--- config.mk ---
export PLATFORM = sky130hd
export DESIGN_NAME = sam_ram
export DESIGN_NICKNAME = d
export VERILOG_FILES = /design/src/assert_macros.svh /design/src/sam_ram.sv
export SDC_FILE = /design/constraint.sdc
export NUM_CORES = 1
export LEC_CHECK = 0
export BUFFER_PORTS_ARGS = -buffer_cell sky130_fd_sc_hd__clkbuf_2
export CORE_MARGIN = 2
export CORE_UTILIZATION = 55
export CTS_BUF_LIST = sky130_fd_sc_hd__clkbuf_4
export DETAILED_ROUTE_END_ITERATION = 10
export GPL_ROUTABILITY_DRIVEN = 0
export PLACE_DENSITY = 0.79
export SLEW_MARGIN = 10
export SYNTH_ARGS = -nofsm -noshare
export SYNTH_HDL_FRONTEND = slang
export SYNTH_SLANG_ARGS = --single-unit
--- constraint.sdc ---
create_clock -name clk -period 3.55 [get_ports clk]
set_clock_uncertainty 0.2 [all_clocks]
set_input_delay 0.71 -clock clk [delete_from_list [all_inputs] [get_ports clk]]
set_output_delay 0.71 -clock clk [all_outputs]
set_load 0.02 [all_outputs]
--- src/assert_macros.svh ---
// Assertion macros shared by the RTL
`ifndef ASSERT_MACROS_SVH
`define ASSERT_MACROS_SVH

// Property checked every clock edge outside reset
`define SAM_ASSERT(lbl, expr, msg) \
  lbl: assert property (@(posedge clk) disable iff (rst) (expr)) else $error(msg);

// Implication checked every clock edge outside reset
`define SAM_ASSERT_IMP(lbl, pre, post, msg) \
  lbl: assert property (@(posedge clk) disable iff (rst) (pre) |=> (post)) else $error(msg);

`endif

--- src/sam_ram.sv ---
// Simple dual-port synchronous RAM, registered read
`timescale 1ns / 1ps
module sam_ram #(
  parameter int DATA_W = 8,
  parameter int ADDR_W = 4
) (
  input  logic              clk,
  input  logic              we,
  input  logic [ADDR_W-1:0] waddr,
  input  logic [DATA_W-1:0] wdata,
  input  logic [ADDR_W-1:0] raddr,
  output logic [DATA_W-1:0] rdata
);
  logic [DATA_W-1:0] mem [(1 << ADDR_W)];

  always_ff @(posedge clk) begin
    if (we) begin
      mem[waddr] <= wdata;
    end
    rdata <= mem[raddr];
  end
endmodule

==> Flow_metrics.wiki <==
{| class="wikitable"
! Metric !! Value
|-
| Outcome || complete, no violations
|-
| Number of pins with negative max-slew slack in the final report || 0
|-
| Max Fclk || 0.496 GHz
|-
| Number of antenna violations at the first check in global routing || 0
|-
| Share of the synthesized area in the top cell type || 0.747
|-
| Mapped cell area || 0.00515 sq mm
|-
| Power density over cell area || around 500 mW/mm^2
|-
| Fraction of the cycle the final worst path needs || 0.568
|-
| Classification of the worst setup path || in2reg
|-
| Max capacitance violation total || 0
|-
| NetSw || 0.638 mW
|-
| Number of global-route vias before repair || 2,453
|-
| Layout-stage area growth over the synthesis result || 9.97%
|-
| Area of the core || 0.00915 sq mm
|-
| Global-route usage over all layers || 0.203
|-
| Req. time, crit path || 3.75 ns
|-
| Wire length of the first global-routing pass || 14,300 um
|-
| CTS tree || built
|-
| Synthesized netlist net count || 247
|-
| Min Clock Period, post-route || slightly above 2 ns
|-
| Worst-Skew Late Latency || 0.51 ns
|-
| Final core area utilization || 0.618
|-
| Hold violation total from the final report || 0
|-
| Hold-fix buffers at CTS || 0
|-
| Die Wd || 101 um
|-
| Cell type contributing the most total cell area after synthesis || edfxtp_1
|-
| Kind of start point of the critical path || input pin
|-
| DRC errors left || 0
|-
| Leak Pwr || 1.89 nW
|-
| CTS clk-pin slew, worst paths || 0.11 ns
|-
| Layout fillers || 622
|-
| Post-cts repair resize count || 0
|-
| Boundary pin count || 26
|-
| Number of antenna diodes || 0
|-
| Nets || 290
|-
| Number of placement rows || 35
|-
| DRT Pass-1 Iters || 5
|-
| RSZ-0062 raised after global routing || no
|-
| CP Max Fanout || 20
|-
| Number of post-CTS setup repair buffers || 0
|-
| I/O Buffers || 25
|-
| Number of register bits inferred by synthesis || 136
|-
| Clock Tree Buf Depth || 2
|-
| Number of warning messages in the yosys log || 0
|-
| Buffer type at the clock tree root || clkbuf_4
|-
| Final Cell Area || 0.00566 sq mm
|-
| Fraction of final layout cells with drive strength greater than 1 || 0.291
|-
| Starting DRT DRC Count || 214
|-
| Cts bufs inserted || 17
|-
| Cell area reported after detailed placement || 0.00539 sq mm
|-
| Pin count of the biggest net entering global routing || 21
|-
| Peak ir drop on the vdd network || ~0.00033 V
|-
| Sum of overflow across all layers after global routing || 0
|-
| Sinks on Clock Net || 136
|-
| Vert. Die Dim || 101 um
|-
| Aggregate routed wire length || 9200 um
|-
| Internal power consumption || 2.28 mW
|-
| Sequential share of the synthesized area || 0.778
|-
| Type of the tightest min-delay check || in2reg
|-
| Ranking of synthesized cells by area || edfxtp_1 (75%), mux4_2 (7.9%), mux4_1 (7.1%), dfxtp_1 (3.1%), a22oi_1 (2.3%)
|-
| Via total after detailed routing || 2,379
|-
| Wirelength per Cell || 23.2 um
|-
| Total number of H-tree levels || 4
|-
| Endpoint kind of the worst setup timing path || flip-flop
|-
| Arrival @ worst endpoint || 2.22 ns
|-
| Comb pwr share || 0.058
|-
| Initial Util || 0.562
|-
| Post-DRT Antenna Nets || 0
|-
| Switching power as a share of total power || 0.219
|-
| Distinct cells, synth || 19
|-
| Setup_tns || 0 ns
|-
| Synthesized instance count || 229
|-
| Average vias per placed instance || 6.01
|-
| Headroom to the max-slew limit || 0.405
|-
| Transition at the pin with the smallest max-transition slack || 0.889 ns
|-
| Setup violation total in the final timing report || 0
|-
| Half-perimeter wire length after placement || between 5000 and 6000 um
|-
| Post-Synthesis Mean Instance Area || 22.5 sq um
|-
| Seq pwr share || 0.618
|-
| Area of the die || 0.0101 sq mm
|-
| Clock Power Share || 0.324
|}
cells in the final DEF, fill, tap and decap left out, drive strengths merged:
cell type and instances:
a22oi 16, nand3b 2, inv 1, nor3 4, bufinv 2, nand2b 2
mux4 32, nand3 1, and2 1, clkbuf 43, nor2b 1, buf 9
nand2 9, nor2 13, and2b 1, clkinvlp 3, dfxtp 8, clkinv 8
edfxtp 128, or3b 1
routing by layer:
layer  wire length [um]  track usage  vias to the layer above
met5                  0            0                        -
li1                   -            -                     1067
met4                110       0.0569                        0
met2               4630        0.303                      103
met3                608       0.0610                        7
met1               3850        0.298                     1202
cell usage after synthesis, drive strengths merged:
library cell   count
a22oi             16
and2               1
and2b              1
buf                7
clkdlybuf4s25      3
dfxtp              8
edfxtp           128
mux4              32
nand2              9
nand2b             2
nand3              1
nand3b             2
nor2              13
nor2b              1
nor3               4
or3b               1
power by group through the flow:
stage	clock (mW)	combinational, mW	sequential, mW
floorplan	0	0.0911	1.85
global placement	0	0.165	1.84
detailed placement	0	0.170	1.84
CTS	0.957	0.170	1.80
global route	1.03	0.185	1.81
finish	0.944	0.168	1.80
critical path, stage by stage:
cell,delay (ns)
clkbuf_2,0.47
buf_4,0.33
mux4_1,0.34
a22oi_1,0.27
nand2_1,0.08
sequential cells by signal, summed over array words and instances (netlist names):
register,flops
mem,128
rdata,8
stage by stage:
stage                     total power, mW  setup slack (ns)  cells  hold slack, ns
after CTS                            2.93              1.54    396           0.407
after floorplan                      1.94              1.15    229           0.429
after global routing                 3.02              1.43    396           0.401
after detailed placement             2.01              1.01    364           0.466
final                                2.91              1.53    396           0.424
after global placement               2.00              1.01    364           0.455
cells by family after synthesis:
family | synth area share
compound gates | 0.0233
buf+inv | 0.0168
flops | 0.778
mux | 0.150
simple gates | 0.0318
final timing paths:
kind | start | to | slack [ns] | cells past startpoint
setup / recovery | raddr[1] | rdata[3]$_DFF_P_ | 1.53 | 5
hold / removal | wdata[6] | mem[7][6]$_DFFE_PP_ | 0.42 | 1
setup reg to reg | mem[2][0]$_DFFE_PP_ | rdata[0]$_DFF_P_ | 1.97 | 3
hold reg to reg | mem[14][5]$_DFFE_PP_ | rdata[5]$_DFF_P_ | 0.48 | 3
cell type report:
| type | instances | area (sq um) | share of cell area |
|---|---|---|---|
| clock buffer | 18 | 135 | 0.0239 |
| clock inverter | 14 | 133 | 0.0234 |
| sequential | 136 | 4000 | 0.707 |
| timing repair buffer | 34 | 193 | 0.0340 |
| tap | 111 | 139 | 0.0245 |
| multi-input combinational | 83 | 1060 | 0.187 |
No activity file was read; power rests on OpenSTA's default activity.
